--- config.mk ---
export PLATFORM = sky130hd
export DESIGN_NAME = tata_cfg
export DESIGN_NICKNAME = d
export VERILOG_FILES = /design/src/rtl/core/tata_pkg.sv /design/src/rtl/core/tata_cfg.sv
export SDC_FILE = /design/constraint.sdc
export NUM_CORES = 1
export LEC_CHECK = 0
export BUFFER_PORTS_ARGS = -buffer_cell sky130_fd_sc_hd__buf_2
export CAP_MARGIN = 20
export CORE_ASPECT_RATIO = 0.6
export CORE_MARGIN = 2
export CORE_UTILIZATION = 28
export CTS_CLUSTER_DIAMETER = 50
export DETAILED_ROUTE_END_ITERATION = 8
export PLACE_DENSITY = 0.53
export SLEW_MARGIN = 20
export SYNTH_ARGS = -nofsm -noshare
export SYNTH_HDL_FRONTEND = slang
export SYNTH_SLANG_ARGS = --single-unit
--- constraint.sdc ---
create_clock -name clk -period 1.22 [get_ports clk]
set_input_delay 0.122 -clock clk [delete_from_list [all_inputs] [get_ports clk]]
set_output_delay 0.122 -clock clk [all_outputs]
set_load 0.02 [all_outputs]
--- src/rtl/core/tata_pkg.sv ---
package tata_pkg;

  // Field and internal widths
  localparam int FORCE_W = 24;
  localparam int ANGLE_W = 16;
  localparam int ANG_W   = 18;
  localparam int CX_W    = 34;
  localparam int CZ_W    = 30;
  localparam int FMAX_W  = 28;
  localparam int DIV_W   = 40;
  localparam int STEP_W  = 5;
  localparam int CNT_W   = 6;
  localparam int PROD_W  = 61;
  localparam int CFG_IDX_W = 3;

  // Fixed-point constants
  localparam logic signed [ANG_W-1:0] PI_Q13      = 18'sd25736;
  localparam logic signed [CZ_W-1:0]  PI_Q24      = 30'sd52707179;
  localparam logic signed [CZ_W-1:0]  HALF_PI_Q24 = 30'sd26353589;
  localparam logic [29:0]             INV_GAIN_Q30 = 30'd652032874;

  // Register indexes
  localparam logic [CFG_IDX_W-1:0] CFG_SWAY_COEF    = 3'd0;
  localparam logic [CFG_IDX_W-1:0] CFG_YAW_COEF     = 3'd1;
  localparam logic [CFG_IDX_W-1:0] CFG_THRUST_UPPER = 3'd2;
  localparam logic [CFG_IDX_W-1:0] CFG_THRUST_LOWER = 3'd3;
  localparam logic [CFG_IDX_W-1:0] CFG_ANGLE_UPPER  = 3'd4;
  localparam logic [CFG_IDX_W-1:0] CFG_ANGLE_LOWER  = 3'd5;

  typedef struct packed {
    logic signed [FORCE_W-1:0] sway_coef;
    logic signed [FORCE_W-1:0] yaw_coef;
    logic signed [FORCE_W-1:0] thrust_upper;
    logic signed [FORCE_W-1:0] thrust_lower;
    logic signed [ANGLE_W-1:0] angle_upper;
    logic signed [ANGLE_W-1:0] angle_lower;
  } cfg_t;

  typedef enum logic [4:0] {
    OP_NONE,
    OP_LOAD,
    OP_MUL,
    OP_SPLIT,
    OP_POL_INIT,
    OP_VEC_STEP,
    OP_POL_MUL,
    OP_POL_DONE,
    OP_FWD_INIT,
    OP_ROT_STEP,
    OP_FWD_DONE,
    OP_RAT_START,
    OP_DIV_STEP,
    OP_RAT_DONE,
    OP_SCL_START,
    OP_SCL_DONE,
    OP_FINISH
  } dp_op_t;

  typedef struct packed {
    dp_op_t            op;
    logic              sel;   // thruster: 0 port, 1 starboard
    logic              comp;  // force component: 0 x, 1 y
    logic [STEP_W-1:0] step;
  } dp_cmd_t;

  typedef struct packed {
    logic sat;
    logic fmax_zero;
    logic ratio_zero;
  } dp_stat_t;

  typedef enum logic [4:0] {
    ST_IDLE,
    ST_MUL,
    ST_SPLIT,
    ST_POL_INIT,
    ST_POL_ITER,
    ST_POL_MUL,
    ST_POL_DONE,
    ST_CHECK,
    ST_FWD_INIT,
    ST_FWD_ITER,
    ST_FWD_DONE,
    ST_RAT_START,
    ST_RAT_ITER,
    ST_RAT_DONE,
    ST_SCL_CHECK,
    ST_SCL_START,
    ST_SCL_ITER,
    ST_SCL_DONE,
    ST_FINISH
  } ctrl_state_t;

  // Saturate to the 24-bit force range
  function automatic logic signed [FORCE_W-1:0] sat24(input logic signed [47:0] v);
    logic signed [FORCE_W-1:0] r;
    if (v > 48'sd8388607) begin
      r = 24'sh7FFFFF;
    end else if (v < -48'sd8388608) begin
      r = 24'sh800000;
    end else begin
      r = v[FORCE_W-1:0];
    end
    return r;
  endfunction

  // atan(2^-i) in Q24 radians
  function automatic logic signed [CZ_W-1:0] atan_q24(input logic [STEP_W-1:0] i);
    logic signed [CZ_W-1:0] r;
    unique case (i)
      5'd0:  r = 30'sd13176795;
      5'd1:  r = 30'sd7778716;
      5'd2:  r = 30'sd4110060;
      5'd3:  r = 30'sd2086331;
      5'd4:  r = 30'sd1047214;
      5'd5:  r = 30'sd524117;
      5'd6:  r = 30'sd262123;
      5'd7:  r = 30'sd131069;
      5'd8:  r = 30'sd65536;
      5'd9:  r = 30'sd32768;
      5'd10: r = 30'sd16384;
      5'd11: r = 30'sd8192;
      5'd12: r = 30'sd4096;
      5'd13: r = 30'sd2048;
      5'd14: r = 30'sd1024;
      5'd15: r = 30'sd512;
      5'd16: r = 30'sd256;
      5'd17: r = 30'sd128;
      5'd18: r = 30'sd64;
      5'd19: r = 30'sd32;
      5'd20: r = 30'sd16;
      5'd21: r = 30'sd8;
      5'd22: r = 30'sd4;
      5'd23: r = 30'sd2;
      default: r = '0;
    endcase
    return r;
  endfunction

endpackage

--- src/rtl/core/tata_cfg.sv ---
module tata_cfg (
  input  logic                               clk,
  input  logic                               rst_n,
  input  logic                               cfg_we,
  input  logic [tata_pkg::CFG_IDX_W-1:0]     cfg_index,
  input  logic [tata_pkg::FORCE_W-1:0]       cfg_data,
  output tata_pkg::cfg_t                     cfg
);

  tata_pkg::cfg_t cfg_r;

  // Write one register per request; ignore unknown indexes
  always_ff @(posedge clk) begin
    if (!rst_n) begin
      cfg_r.sway_coef    <= 24'sd0;
      cfg_r.yaw_coef     <= 24'sd0;
      cfg_r.thrust_upper <= 24'sd25600;
      cfg_r.thrust_lower <= -24'sd25600;
      cfg_r.angle_upper  <= 16'sd12868;
      cfg_r.angle_lower  <= -16'sd12868;
    end else if (cfg_we) begin
      unique case (cfg_index)
        tata_pkg::CFG_SWAY_COEF:    cfg_r.sway_coef    <= cfg_data;
        tata_pkg::CFG_YAW_COEF:     cfg_r.yaw_coef     <= cfg_data;
        tata_pkg::CFG_THRUST_UPPER: cfg_r.thrust_upper <= cfg_data;
        tata_pkg::CFG_THRUST_LOWER: cfg_r.thrust_lower <= cfg_data;
        tata_pkg::CFG_ANGLE_UPPER:  cfg_r.angle_upper  <= cfg_data[tata_pkg::ANGLE_W-1:0];
        tata_pkg::CFG_ANGLE_LOWER:  cfg_r.angle_lower  <= cfg_data[tata_pkg::ANGLE_W-1:0];
        default: ;
      endcase
    end
  end

  assign cfg = cfg_r;

endmodule

# Word level (Yosys, flattened, before mapping)
# Cells that the tools add are included.
# word_totals
register_bits	128
input_bits	30
# classes
eq_ne	5
n_reduce_logical	7
# ops
op	count
$reduce_and 2->1	6
$eq 3x2->1 const B	2
$eq 3x3->1 const B	2
$eq 3x1->1 const B	1
$logic_not 3->1	1

# Logic depth before layout (Yosys ltp)
# logic_depth
ltp_word	2
mapped_depth	5

# Worst setup path before layout
# OpenSTA, ideal clock, no wires.
# synth_timing
path_kind	input port to flip-flop
from	input port cfg_index[1] (netlist name)
to	register cfg_r, in the netlist cfg[104]
setup_ns	0.072
t_arrival_ns	0.966
required_time_ns	1.148
slack_ns	0.183
path_stages	5
path_buffers	3
cell_sequence	buf_6 -> nor4b_4 -> buf_6 -> buf_12 -> mux2i_1
# synth_between
elab_chain_len	2
# synth_lines
element	line	text
start: declaration	tata_cfg.sv:5	input logic [tata_pkg::CFG_IDX_W-1:0] cfg_index,
$logic_not 3->1	tata_cfg.sv:22	unique case (cfg_index)
$reduce_and 2->1 (no line)	n/a	
end: declaration	tata_cfg.sv:10	tata_pkg::cfg_t cfg_r;
# No other way between the ends.
# A chain may end at the register's enable or synchronous reset.

# Worst setup path in the final report
# layout_timing
from	register cfg_r, in the netlist cfg[37]
to	output port cfg[37] (netlist name)
# layout_rtl
element	line	text
end: declaration	tata_cfg.sv:7	output tata_pkg::cfg_t cfg
# No word-level cell between the ends.

==> results by group <==
Floorplan
  • Die area: around 19,000 µm²
  • Io pins: between 150 and 200
  • Rows: 37
  • Starting Density: 0.290
  • Die Height: roughly 110 µm
  • Die width: between 150 and 200 µm
  • Core area: ~17,000 µm²

Synthesis
  • Cells after synthesis: ~480
  • Post-synthesis sequential area ratio: 0.508
  • Warnings, synthesis: 0
  • Syn_nets: 508
  • Netlist cell types: 16
  • Seq cells post-synth: 128
  • Synth Area per Inst: approximately 11 µm²
  • Cell Area, Synth: around 5000 µm²

Global route
  • GRT Util Overall: 0.154
  • Largest net degree at the start of global routing: 48
  • GRT overflow: 0
  • Initial antenna violation count: 0
  • First-pass GRT wire length: 21.9 mm
  • Vias in the first global route: around 3,800

Pwr
  • Pwr Total: roughly 10,000 µW
  • Clk network pwr share: 0.500
  • Leakage Power: ~0.0031 µW
  • Peak supply drop: ~0.90 mV
  • Logic pwr share: 0.076
  • Reg power frac: 0.424
  • Power Density: between 1500 and 2000 nW/µm²
  • Pint: about 7600 µW
  • Switching pwr: approximately 2600 µW
  • Sw frac: 0.253

Setup path
  • Critical path launch point type: register
  • Biggest cell delay along the critical path: between 0.3 and 0.4 ns
  • Critical Path End Type: output pin
  • Crit Path Max Fanout: 2
  • CP max-delay cell: dfxtp_1
  • Required time of the critical path: around 1.1 ns
  • Critical path cell sequence: buf_2
  • Number of buffers and inverters on the critical path: 1
  • Top delay family on crit path: flip-flops
  • Setup Crit Path Kind: reg -> out
  • Arr. time, crit path: 0.95 ns

Finish
  • Storage element area: around 2600 µm²
  • Commonest non-fill, non-tap cell in the layout: buf_2
  • Layout net count: about 670
  • Post-Layout Inst Area: between 6000 and 7000 µm²
  • Max reg flops: ~130
  • Share of cells above drive strength 1: 0.315
  • Area of the multi-input gates: between 2000 and 2500 µm²
  • Most frequent cells in the layout: buf_2 (156), mux2i_1 (128), dfxtp_1 (128), nand2_1 (122), nor2b_1 (52)
  • Area grow syn2layout: 32.8%
  • Fill count: 1,781
  • Antenna diode count: 0

Clock tree
  • Worst-path clk slew: roughly 0.060 ns
  • TritonCTS clock tree: built
  • CTS root buf: clkbuf_16
  • Clock Path Buffers: 2
  • CTS buffer count: 17
  • Skew-Pair Late Insertion Delay: ~0.40 ns
  • Clock Sinks: around 130
  • Cts repair resizes: 0
  • H-tree level count: 4

Detailed routing
  • First drt pass iteration count: 4
  • Final wirelength: between 10 and 15 mm
  • Number of remaining DRC errors: 0
  • Via count: 3,848
  • Avg WL per Cell: between 15 and 20 µm
  • DRT iter0 DRCs: approximately 240
  • Antenna viol nets, final: 0
  • Via density: 4.35

Placed design
  • Pre-CTS WS: -0.0145 ns
  • Half-perimeter wire length after placement: approximately 11 mm
  • IO buf count: ~160
  • Placed cell area: roughly 6000 µm²
  • GP Congestion: ~0.79

Status
  • Status: complete, no violations

STA
  • Final TNS setup: 0 ns
  • Unrepaired setup endpoints after global routing: false
  • Fmax: 930 MHz
  • Worst-margin pin slew: slightly above 0.4 ns
  • Slew margin rel.: 0.726
  • Tcrit/Tclk final: 0.881
  • Minimum clock period: between 1 and 1.5 ns
  • Final hold viol count: 0
  • Clock Skews: 0 ns
  • Final worst slack: 0.145 ns
  • Final Setup Violations: 0
  • Slew Limit Fails: 0

Flow run
  • Max cap viols: 0

Min path
  • Hold Path Class: in -> reg
[power by group through the flow]
stage,Clock (µW),Combinational [µW],Sequential (µW)
after detailed placement,0,762,4420
after global routing,5450,835,4330
after global placement,0,748,4410
after floorplan,0,364,4520
after CTS,5220,782,4320
final,5100,774,4320
[metal layers]
layer | vias to the layer above | part of all wire | GRT usage
li1 | 1892 | - | -
met1 | 1828 | 0.53 | 0.234
met4 | 0 | 0.0060 | 0.0422
met5 | - | 0 | 0
met3 | 10 | 0.074 | 0.0440
met2 | 118 | 0.39 | 0.206
[synthesized netlist by cell type]
library cell	n	share of area
and4b_1	2	0.0040
and4bb_1	3	0.0074
buf_12	4	0.016
buf_2	8	0.0079
buf_4	1	0.0015
buf_6	9	0.020
clkbuf_1	15	0.011
clkbuf_2	1	0.00099
dfxtp_1	128	0.51
mux2i_1	128	0.25
nand2_1	122	0.091
nand4b_1	1	0.0017
nand4b_2	1	0.0030
nand4bb_1	2	0.0045
nor2b_1	52	0.064
nor4b_4	1	0.0047
[cells by family (layout without fill, tap and decap cells)]
family | Yosys count | after routing | synth area share
buffers and inverters | 38 | 210 | 0.0575
and+or+nand+nor | 184 | 184 | 0.181
muxes | 128 | 128 | 0.254
DFF | 128 | 128 | 0.508
[worst min-delay path, cell delays in order]
cell,delay [ns]
buf_2,0.09
nor2b_1,0.05
mux2i_1,0.11
[metrics by stage]
step / instances / hold slack, ns / util
floorplan: 478 / 0.288 / -
global placement: 845 / 0.397 / 0.347
detailed placement: 845 / 0.413 / 0.347
CTS: 884 / 0.000730 / 0.385
global route: 884 / 0.0115 / 0.385
finish: 884 / 0.0120 / 0.385
[final timing paths]
check,slack (ns),cells past startpoint,from,to
worst min-delay path,0.01,3,cfg_data[15],cfg[15]
worst min register to register,0.46,2,cfg[87],cfg[87]
worst max register to register,0.57,2,cfg[51],cfg[51]
worst max-delay path,0.14,1,cfg[37],cfg[37]
[cell type report]
type                       instances  share of cell area
timing repair buffer             178               0.159
clock buffer                      18              0.0640
clock inverter                    14              0.0233
multi-input combinational        312               0.328
tap                              234              0.0437
sequential                       128               0.382
[repair_timing]
action | 4_1_cts | 5_1_grt
hold buffers | 7 | 0
setup endpoints to repair | 0 | 0
hold endpoints to repair | 7 | 0
buffers inserted | 0 | 0
Power figures use the tool's default switching activity.
