===== src/rtl/core/tata_pkg.sv =====
package tata_pkg;

  // Field and internal widths
  localparam int FORCE_W = 24;
  localparam int ANGLE_W = 16;
  localparam int ANG_W   = 18;
  localparam int CX_W    = 34;
  localparam int CZ_W    = 30;
  localparam int FMAX_W  = 28;
  localparam int DIV_W   = 40;
  localparam int STEP_W  = 5;
  localparam int CNT_W   = 6;
  localparam int PROD_W  = 61;
  localparam int CFG_IDX_W = 3;

  // Fixed-point constants
  localparam logic signed [ANG_W-1:0] PI_Q13      = 18'sd25736;
  localparam logic signed [CZ_W-1:0]  PI_Q24      = 30'sd52707179;
  localparam logic signed [CZ_W-1:0]  HALF_PI_Q24 = 30'sd26353589;
  localparam logic [29:0]             INV_GAIN_Q30 = 30'd652032874;

  // Register indexes
  localparam logic [CFG_IDX_W-1:0] CFG_SWAY_COEF    = 3'd0;
  localparam logic [CFG_IDX_W-1:0] CFG_YAW_COEF     = 3'd1;
  localparam logic [CFG_IDX_W-1:0] CFG_THRUST_UPPER = 3'd2;
  localparam logic [CFG_IDX_W-1:0] CFG_THRUST_LOWER = 3'd3;
  localparam logic [CFG_IDX_W-1:0] CFG_ANGLE_UPPER  = 3'd4;
  localparam logic [CFG_IDX_W-1:0] CFG_ANGLE_LOWER  = 3'd5;

  typedef struct packed {
    logic signed [FORCE_W-1:0] sway_coef;
    logic signed [FORCE_W-1:0] yaw_coef;
    logic signed [FORCE_W-1:0] thrust_upper;
    logic signed [FORCE_W-1:0] thrust_lower;
    logic signed [ANGLE_W-1:0] angle_upper;
    logic signed [ANGLE_W-1:0] angle_lower;
  } cfg_t;

  typedef enum logic [4:0] {
    OP_NONE,
    OP_LOAD,
    OP_MUL,
    OP_SPLIT,
    OP_POL_INIT,
    OP_VEC_STEP,
    OP_POL_MUL,
    OP_POL_DONE,
    OP_FWD_INIT,
    OP_ROT_STEP,
    OP_FWD_DONE,
    OP_RAT_START,
    OP_DIV_STEP,
    OP_RAT_DONE,
    OP_SCL_START,
    OP_SCL_DONE,
    OP_FINISH
  } dp_op_t;

  typedef struct packed {
    dp_op_t            op;
    logic              sel;   // thruster: 0 port, 1 starboard
    logic              comp;  // force component: 0 x, 1 y
    logic [STEP_W-1:0] step;
  } dp_cmd_t;

  typedef struct packed {
    logic sat;
    logic fmax_zero;
    logic ratio_zero;
  } dp_stat_t;

  typedef enum logic [4:0] {
    ST_IDLE,
    ST_MUL,
    ST_SPLIT,
    ST_POL_INIT,
    ST_POL_ITER,
    ST_POL_MUL,
    ST_POL_DONE,
    ST_CHECK,
    ST_FWD_INIT,
    ST_FWD_ITER,
    ST_FWD_DONE,
    ST_RAT_START,
    ST_RAT_ITER,
    ST_RAT_DONE,
    ST_SCL_CHECK,
    ST_SCL_START,
    ST_SCL_ITER,
    ST_SCL_DONE,
    ST_FINISH
  } ctrl_state_t;

  // Saturate to the 24-bit force range
  function automatic logic signed [FORCE_W-1:0] sat24(input logic signed [47:0] v);
    logic signed [FORCE_W-1:0] r;
    if (v > 48'sd8388607) begin
      r = 24'sh7FFFFF;
    end else if (v < -48'sd8388608) begin
      r = 24'sh800000;
    end else begin
      r = v[FORCE_W-1:0];
    end
    return r;
  endfunction

  // atan(2^-i) in Q24 radians
  function automatic logic signed [CZ_W-1:0] atan_q24(input logic [STEP_W-1:0] i);
    logic signed [CZ_W-1:0] r;
    unique case (i)
      5'd0:  r = 30'sd13176795;
      5'd1:  r = 30'sd7778716;
      5'd2:  r = 30'sd4110060;
      5'd3:  r = 30'sd2086331;
      5'd4:  r = 30'sd1047214;
      5'd5:  r = 30'sd524117;
      5'd6:  r = 30'sd262123;
      5'd7:  r = 30'sd131069;
      5'd8:  r = 30'sd65536;
      5'd9:  r = 30'sd32768;
      5'd10: r = 30'sd16384;
      5'd11: r = 30'sd8192;
      5'd12: r = 30'sd4096;
      5'd13: r = 30'sd2048;
      5'd14: r = 30'sd1024;
      5'd15: r = 30'sd512;
      5'd16: r = 30'sd256;
      5'd17: r = 30'sd128;
      5'd18: r = 30'sd64;
      5'd19: r = 30'sd32;
      5'd20: r = 30'sd16;
      5'd21: r = 30'sd8;
      5'd22: r = 30'sd4;
      5'd23: r = 30'sd2;
      default: r = '0;
    endcase
    return r;
  endfunction

endpackage


===== src/rtl/core/tata_ctrl.sv =====
module tata_ctrl #(
  parameter int CORDIC_STEPS = 16
) (
  input  logic               clk,
  input  logic               rst_n,
  input  logic               start,
  input  tata_pkg::dp_stat_t stat,
  output tata_pkg::dp_cmd_t  cmd,
  output logic               busy,
  output logic               out_valid
);

  localparam logic [tata_pkg::CNT_W-1:0] CORDIC_LAST = tata_pkg::CNT_W'(CORDIC_STEPS - 1);
  localparam logic [tata_pkg::CNT_W-1:0] DIV_LAST    = tata_pkg::CNT_W'(tata_pkg::DIV_W - 1);

  tata_pkg::ctrl_state_t       state_r, state_nxt;
  logic [tata_pkg::CNT_W-1:0]  cnt_r, cnt_nxt;
  logic                        sel_r, sel_nxt;
  logic [1:0]                  idx_r, idx_nxt;
  logic                        pass2_r, pass2_nxt;
  logic                        out_valid_r, out_valid_nxt;

  // State and sequencing registers
  always_ff @(posedge clk) begin
    if (!rst_n) begin
      state_r     <= tata_pkg::ST_IDLE;
      cnt_r       <= '0;
      sel_r       <= 1'b0;
      idx_r       <= '0;
      pass2_r     <= 1'b0;
      out_valid_r <= 1'b0;
    end else begin
      state_r     <= state_nxt;
      cnt_r       <= cnt_nxt;
      sel_r       <= sel_nxt;
      idx_r       <= idx_nxt;
      pass2_r     <= pass2_nxt;
      out_valid_r <= out_valid_nxt;
    end
  end

  // Next state and datapath commands
  always_comb begin
    state_nxt     = state_r;
    cnt_nxt       = cnt_r;
    sel_nxt       = sel_r;
    idx_nxt       = idx_r;
    pass2_nxt     = pass2_r;
    out_valid_nxt = 1'b0;
    cmd.op        = tata_pkg::OP_NONE;
    cmd.sel       = sel_r;
    cmd.comp      = idx_r[0];
    cmd.step      = cnt_r[tata_pkg::STEP_W-1:0];
    unique case (state_r)
      tata_pkg::ST_IDLE: begin
        if (start) begin
          cmd.op    = tata_pkg::OP_LOAD;
          state_nxt = tata_pkg::ST_MUL;
        end
      end
      tata_pkg::ST_MUL: begin
        cmd.op    = tata_pkg::OP_MUL;
        state_nxt = tata_pkg::ST_SPLIT;
      end
      tata_pkg::ST_SPLIT: begin
        cmd.op    = tata_pkg::OP_SPLIT;
        sel_nxt   = 1'b0;
        pass2_nxt = 1'b0;
        state_nxt = tata_pkg::ST_POL_INIT;
      end
      tata_pkg::ST_POL_INIT: begin
        cmd.op    = tata_pkg::OP_POL_INIT;
        cnt_nxt   = '0;
        state_nxt = tata_pkg::ST_POL_ITER;
      end
      tata_pkg::ST_POL_ITER: begin
        cmd.op = tata_pkg::OP_VEC_STEP;
        if (cnt_r == CORDIC_LAST) begin
          state_nxt = tata_pkg::ST_POL_MUL;
        end else begin
          cnt_nxt = cnt_r + 1'b1;
        end
      end
      tata_pkg::ST_POL_MUL: begin
        cmd.op    = tata_pkg::OP_POL_MUL;
        state_nxt = tata_pkg::ST_POL_DONE;
      end
      tata_pkg::ST_POL_DONE: begin
        cmd.op = tata_pkg::OP_POL_DONE;
        if (!sel_r) begin
          sel_nxt   = 1'b1;
          state_nxt = tata_pkg::ST_POL_INIT;
        end else begin
          state_nxt = tata_pkg::ST_CHECK;
        end
      end
      tata_pkg::ST_CHECK: begin
        if (pass2_r || !stat.sat) begin
          state_nxt = tata_pkg::ST_FINISH;
        end else begin
          sel_nxt   = 1'b0;
          state_nxt = tata_pkg::ST_FWD_INIT;
        end
      end
      tata_pkg::ST_FWD_INIT: begin
        cmd.op    = tata_pkg::OP_FWD_INIT;
        cnt_nxt   = '0;
        state_nxt = tata_pkg::ST_FWD_ITER;
      end
      tata_pkg::ST_FWD_ITER: begin
        cmd.op = tata_pkg::OP_ROT_STEP;
        if (cnt_r == CORDIC_LAST) begin
          state_nxt = tata_pkg::ST_FWD_DONE;
        end else begin
          cnt_nxt = cnt_r + 1'b1;
        end
      end
      tata_pkg::ST_FWD_DONE: begin
        cmd.op = tata_pkg::OP_FWD_DONE;
        if (!sel_r) begin
          sel_nxt   = 1'b1;
          state_nxt = tata_pkg::ST_FWD_INIT;
        end else begin
          idx_nxt   = '0;
          state_nxt = tata_pkg::ST_RAT_START;
        end
      end
      tata_pkg::ST_RAT_START: begin
        cmd.sel = idx_r[1];
        // skip a force whose achievable value is zero
        if (stat.fmax_zero) begin
          if (idx_r == 2'd3) begin
            state_nxt = tata_pkg::ST_SCL_CHECK;
          end else begin
            idx_nxt = idx_r + 1'b1;
          end
        end else begin
          cmd.op    = tata_pkg::OP_RAT_START;
          cnt_nxt   = '0;
          state_nxt = tata_pkg::ST_RAT_ITER;
        end
      end
      tata_pkg::ST_RAT_ITER: begin
        cmd.sel = idx_r[1];
        cmd.op  = tata_pkg::OP_DIV_STEP;
        if (cnt_r == DIV_LAST) begin
          state_nxt = tata_pkg::ST_RAT_DONE;
        end else begin
          cnt_nxt = cnt_r + 1'b1;
        end
      end
      tata_pkg::ST_RAT_DONE: begin
        cmd.sel = idx_r[1];
        cmd.op  = tata_pkg::OP_RAT_DONE;
        if (idx_r == 2'd3) begin
          state_nxt = tata_pkg::ST_SCL_CHECK;
        end else begin
          idx_nxt   = idx_r + 1'b1;
          state_nxt = tata_pkg::ST_RAT_START;
        end
      end
      tata_pkg::ST_SCL_CHECK: begin
        if (stat.ratio_zero) begin
          state_nxt = tata_pkg::ST_FINISH;
        end else begin
          idx_nxt   = '0;
          state_nxt = tata_pkg::ST_SCL_START;
        end
      end
      tata_pkg::ST_SCL_START: begin
        cmd.sel   = idx_r[1];
        cmd.op    = tata_pkg::OP_SCL_START;
        cnt_nxt   = '0;
        state_nxt = tata_pkg::ST_SCL_ITER;
      end
      tata_pkg::ST_SCL_ITER: begin
        cmd.sel = idx_r[1];
        cmd.op  = tata_pkg::OP_DIV_STEP;
        if (cnt_r == DIV_LAST) begin
          state_nxt = tata_pkg::ST_SCL_DONE;
        end else begin
          cnt_nxt = cnt_r + 1'b1;
        end
      end
      tata_pkg::ST_SCL_DONE: begin
        cmd.sel = idx_r[1];
        cmd.op  = tata_pkg::OP_SCL_DONE;
        if (idx_r == 2'd3) begin
          pass2_nxt = 1'b1;
          sel_nxt   = 1'b0;
          state_nxt = tata_pkg::ST_POL_INIT;
        end else begin
          idx_nxt   = idx_r + 1'b1;
          state_nxt = tata_pkg::ST_SCL_START;
        end
      end
      tata_pkg::ST_FINISH: begin
        cmd.op        = tata_pkg::OP_FINISH;
        out_valid_nxt = 1'b1;
        state_nxt     = tata_pkg::ST_IDLE;
      end
      default: begin
        state_nxt = tata_pkg::ST_IDLE;
      end
    endcase
  end

  assign busy      = (state_r != tata_pkg::ST_IDLE);
  assign out_valid = out_valid_r;

endmodule


===== config.mk =====
export PLATFORM = sky130hd
export DESIGN_NAME = tata_ctrl
export DESIGN_NICKNAME = d
export VERILOG_FILES = /design/src/rtl/core/tata_pkg.sv /design/src/rtl/core/tata_ctrl.sv
export SDC_FILE = /design/constraint.sdc
export NUM_CORES = 1
export LEC_CHECK = 0
export BUFFER_PORTS_ARGS = -buffer_cell sky130_fd_sc_hd__buf_2
export CORE_MARGIN = 2
export CORE_UTILIZATION = 44
export DETAILED_ROUTE_END_ITERATION = 8
export MAX_ROUTING_LAYER = met4
export PLACE_DENSITY = 0.66
export SLEW_MARGIN = 20
export SYNTH_ARGS = -nofsm -noshare
export SYNTH_HDL_FRONTEND = slang
export SYNTH_SLANG_ARGS = --single-unit

===== constraint.sdc =====
create_clock -name clk -period 1.8 [get_ports clk]
set_input_delay 0.09 -clock clk [delete_from_list [all_inputs] [get_ports clk]]
set_output_delay 0.09 -clock clk [all_outputs]
set_load 0.02 [all_outputs]

Yosys cells after proc, flatten, opt, wreduce, memory -nomap -nowiden
Cells that the tools add are included.

word-level totals
  bits in registers = 16
  input bits = 6
  word-level logic and storage cells = 95

cells by class
  add/subtract/negate cells = 2
  equality and inequality tests = 35
  mux-type cells = 33
  reduce and logical (&&, ||, !) cells = 19

operators with widths
  kind                   number
  $pmux W5 S18           1
  $pmux W5 S16           1
  $mux W5                9
  $eq A5 B4 Y1 const B   8
  $ne A2 B2 Y1 const B   13
  $pmux W6 S4            1
  $eq A5 B3 Y1 const B   4
  $mux W6                3
  $eq A5 B5 Y1 const B   3
  $reduce_bool A4 Y1     3
  $eq A5 B2 Y1 const B   2
  $mux W2                5
  $mux W4                2
  $pmux W2 S4            1
  $reduce_and A4 Y1      2
  $reduce_or A2 Y1       4
  $add A6 B1 Y6 const B  1
  $eq A6 B4 Y1 const B   1
  $eq A6 B6 Y1 const B   1
  $mux W1                6
  $mux W3                2
  $reduce_and A6 Y1      1
  $reduce_or A6 Y1       1
  $eq A5 B1 Y1 const B   1
  other kinds (13)       13

Logic depth before layout (Yosys ltp)
  word-level depth = 4
  mapped depth = 8
  gate-level depth less buffers = 6

Least setup slack after synthesis
No wires, ideal clock.

  path kind = flip-flop to flip-flop
  from = register cnt_r[0] in the netlist's numbering
  to = register cnt_r[5] in the netlist's numbering
  arrival time = 1.854 ns
  data required time = 1.679 ns
  path slack = -0.175 ns
  cell stages (with the launch flop) = 8
  path buffers = 1
  path through = dfxtp_1 ha_1 and3b_1 o2111a_1 a211o_1 buf_6 nor4_1 mux2_2

between the ends
  word-level cells in the longest chain between the ends = 3
  elaborated cells on any way between the ends = 9
  classes of those cells = add/sub: 1; eq/ne: 4; mux: 3; reduce/logical: 1

ends and longest elaborated chain
  element                                                  line                                source
  start, declared                                          tata_ctrl.sv:17                     logic [tata_pkg::CNT_W-1:0] cnt_r, cnt_nxt;
  start signal, assigned                                   tata_ctrl.sv:34                     cnt_r <= cnt_nxt;
  $add A6 B1 Y6, or another cell as far along              --
  $mux W6, or another cell as far along                    tata_ctrl.sv:146, tata_ctrl.sv:179
  $pmux W6 S4 / $reduce_and A4 Y1 (equally long branches)  --

Several ways; a longest one is shown, not always the timed one. The select of a mux whose other input is x is not followed.
A chain may end at the register's enable or synchronous reset.

==> impl_metrics.env <==
export IMPL_antenna_found_initial=0
export IMPL_wirelength_mm=4.947
export IMPL_crit_arrival_ns=1.89
export IMPL_fmax_mhz=504.8
export IMPL_dp_cells=292
export IMPL_rsz0062_at_grt="yes"
export IMPL_reg2reg_depth=7
export IMPL_slew_headroom_pct=70.14
export IMPL_cts_tree="yes"
export IMPL_async_flop_share_pct=0
export IMPL_path_depth=6
export IMPL_design_area_um2=2260
export IMPL_ir_drop_v=0.0003894
export IMPL_r2r_slack_ns=-0.12
export IMPL_r2r_end="idx_r[0]"
export IMPL_clk_pin_slew_ns=0.11
export IMPL_crit_family="compound AO/OA/AOI/OAI gates"
export IMPL_grt_max_degree=29
export IMPL_ys_ff_latch=16
export IMPL_final_core_util_pct=67.72
export IMPL_outcome="finished with violations"
export IMPL_worst_setup_path_end_kind="output port"
export IMPL_use_met3_pct=3.063
export IMPL_yosysSeqAreaShare_pct=21.02
export IMPL_drt_iter0_markers=303
export IMPL_finalCriticalPeriod_ns=1.981
export IMPL_cts_sinks=16
export IMPL_finalNonFillerCells=310
export IMPL_syn_num_nets=219
export IMPL_setup_viol_count_final=8
export IMPL_critPathKind="register to output port"
export IMPL_start_util_pct=45.67
export IMPL_rows=21
export IMPL_place_gp_congestion=0.8750
export IMPL_fillCellCount=255
export IMPL_pin_count=20
export IMPL_root_buffer="clkbuf_4"
export IMPL_cap_violations=0
export IMPL_fin_ws_ns=-0.1810
export IMPL_cts_max_path_buffers=2
export IMPL_crit_chain="buf_6, nand2_1, a21boi_0, o21ai_2, mux2_4, buf_6"
export IMPL_post_dp_cell_area_um2=1851
export IMPL_cpPeakStageDelay_ns=0.40
export IMPL_tns_ns=-0.7650
export IMPL_clock_latency_ns=0.30
export IMPL_cp_slowest_cell="a21boi_0"
export IMPL_synth_edf_count=0
export IMPL_first_global_vias=1664
export IMPL_grtUsageMet2_pct=39.65
export IMPL_n_antenna_cell=0
export IMPL_vias=1876
export IMPL_syn_inst=211
export IMPL_power_density_nw_per_um2=599.1
export IMPL_hold_path_class="input port to register"
export IMPL_avgSynthCellArea_um2=7.223
export IMPL_ys_types=57
export IMPL_drive_gt1_share_pct=45.08
export IMPL_worst_slew_pin_slew_ns=0.4439
export IMPL_violations="setup timing"
export IMPL_worstSetupStartpointType="register"
export IMPL_timing_final_crit_share_pct=110.1
export IMPL_yosysTopAreaCellShare_pct=21.02
export IMPL_die_w_um=62.85
export IMPL_cts_htree_levels=1
export IMPL_grtUsageMet1_pct=31.35
export IMPL_overflow=0
export IMPL_num_nets_final=273
export IMPL_synth_area_leaders="dfxtp_1 (21%), a21oi_1 (5.3%), o21ai_0 (5.3%), nor2b_1 (4.1%), buf_4 (3.4%)"
export IMPL_min_path_cells=3
export IMPL_synth_flop_cell="dfxtp_1"
export IMPL_grt_use_total_pct=24.61
export IMPL_die_height_um=62.85
export IMPL_synthToLayoutAreaGrowth_pct=48.28
export IMPL_busiest_layer="met2"
export IMPL_dr_pass1_iters=4
export IMPL_required_ns=1.71
export IMPL_cp_startpoint="state_r[0]"
export IMPL_port_buffers=19
export IMPL_cts_buffers=3
export IMPL_reg2reg_from="state_r[3]"
export IMPL_hpwl_mm=3.137
export IMPL_die_area_um2=3950
export IMPL_drt_wirelength_per_cell_um=15.96
export IMPL_hold_buffers=0
export IMPL_crit_fanout=21
export IMPL_core_um2=3337
export IMPL_critPathBufInv=2
export IMPL_drtAntennaViolNets=0
export IMPL_ys_warn_count=0
export IMPL_yosysTopAreaCell="dfxtp_1"
export IMPL_p_leak_uw=0.0009398
export IMPL_maxSlewViolCount=0
export IMPL_viasPerCell=6.052
export IMPL_fin_skew_ns=0.01215
export IMPL_cpMostUsedCell="buf_6"
export IMPL_syn_area_um2=1524
export IMPL_post_route_drc_count=0
export IMPL_crit_end="cmd[6]"
export IMPL_grt_pass1_wl_mm=7.645
export IMPL_hold_violations=0
-- cell usage after synthesis, drive strengths merged, types with 4 or more instances --
| master | n |
|---|---|
| o21ai | 25 |
| a21oi | 16 |
| dfxtp | 16 |
| buf | 15 |
| nor2 | 14 |
| nand2 | 12 |
| nor2b | 10 |
| clkbuf | 9 |
| nor3 | 7 |
| inv | 6 |
| nand2b | 5 |
| nand3 | 5 |
| and2 | 4 |
| and3b | 4 |
| mux2i | 4 |
| o22ai | 4 |
| o31ai | 4 |
-- routing by layer --
| layer | wire length, um | vias to the layer above |
|---|---|---|
| met3 | 323 | 18 |
| met1 | 1977 | 884 |
| met5 | 0 | - |
| met4 | 193 | 0 |
| met2 | 2452 | 86 |
| li1 | - | 888 |
-- worst register-to-register path, cell delays in order, from the launching register on --
cell	delay (ns)
dfxtp_4	0.38
buf_6	0.12
or4b_4	0.55
buf_4	0.16
buf_6	0.11
o21ai_2	0.05
or3b_1	0.35
mux2i_1	0.12
-- cell usage in the layout (no fill, tap or decap), drive strengths merged, types with 2 or more instances in the layout --
cell    synthesis  routed
a211oi          2       2
a21bo           2       2
a21boi          3       3
a21oi          16      16
a22oi           3       3
a32oi           2       2
and2            4       4
and3            2       2
and3b           4       4
buf            15      72
clkbuf          9       5
dfxtp          16      16
ha              2       2
inv             6       5
mux2            2       2
mux2i           4       4
nand2          12      12
nand2b          5       5
nand3           5       5
nand4b          3       3
nor2           14      14
nor2b          10      10
nor3            7       7
nor3b           3       3
nor4            2       2
nor4b           2       2
o21a            2       2
o21ai          25      25
o22ai           4       4
o31ai           4       4
or3b            2       2
or4             2       2
-- final cells by class --
cell class	count	area, um2	area share (%)
sequential	16	339.1	15.01
tap	46	57.56	2.547
timing repair buffer	73	584.3	25.86
clock buffer	4	36.28	1.606
multi-input combinational	165	1205	53.32
inverter	6	37.54	1.661
-- report_power, final --
part | total [uW] | switching [uW] | internal, uW
clock network | 251 | 127 | 123
registers | 404 | 29.9 | 374
logic | 699 | 383 | 316
-- sequential cells by signal (all words and copies together), names as in the netlist --
| name | cells |
|---|---|
| idx_r | 2 |
| state_r | 5 |
| sel_r | 1 |
| cnt_r | 6 |
| out_valid | 1 |
| pass2_r | 1 |
-- cells by family (layout without fill, tap and decap cells) --
family	count (synthesis)	in the layout	synth area share (%)
fa+ha+maj	2	2	1.642
compound gates	74	74	31.28
xor+xnor	1	1	0.5748
mux	6	6	4.105
flops	16	16	21.02
simple gates	82	82	31.03
buf+inv	30	83	10.34
-- stage by stage --
stage          power [uW]  hold WS [ns]  worst slack [ns]
6_report             1354        0.1987           -0.1810
5_1_grt              1435        0.1920           -0.2278
4_1_cts              1249        0.1684           -0.1590
3_5_place_dp        969.8        0.4818           -0.1012
3_3_place_gp        968.2        0.4731          -0.07352
2_1_floorplan       779.6        0.2511           -0.1226
-- worst min-delay path by stage --
stage,from,endpoint
floorplan,rst_n,cnt_r[4]
global placement,idx_r[1],idx_r[1]
detailed placement,idx_r[1],idx_r[1]
CTS,rst_n,state_r[2]
global route,rst_n,out_valid
finish,rst_n,state_r[2]
-- repair_timing --
action,in CTS,in global routing
gates cloned,0,1
gates resized for setup,26,45
buffers inserted,6,7
pin swaps,7,10
endpoints found under the setup margin,15,17
(Power assumes the default switching activity.)
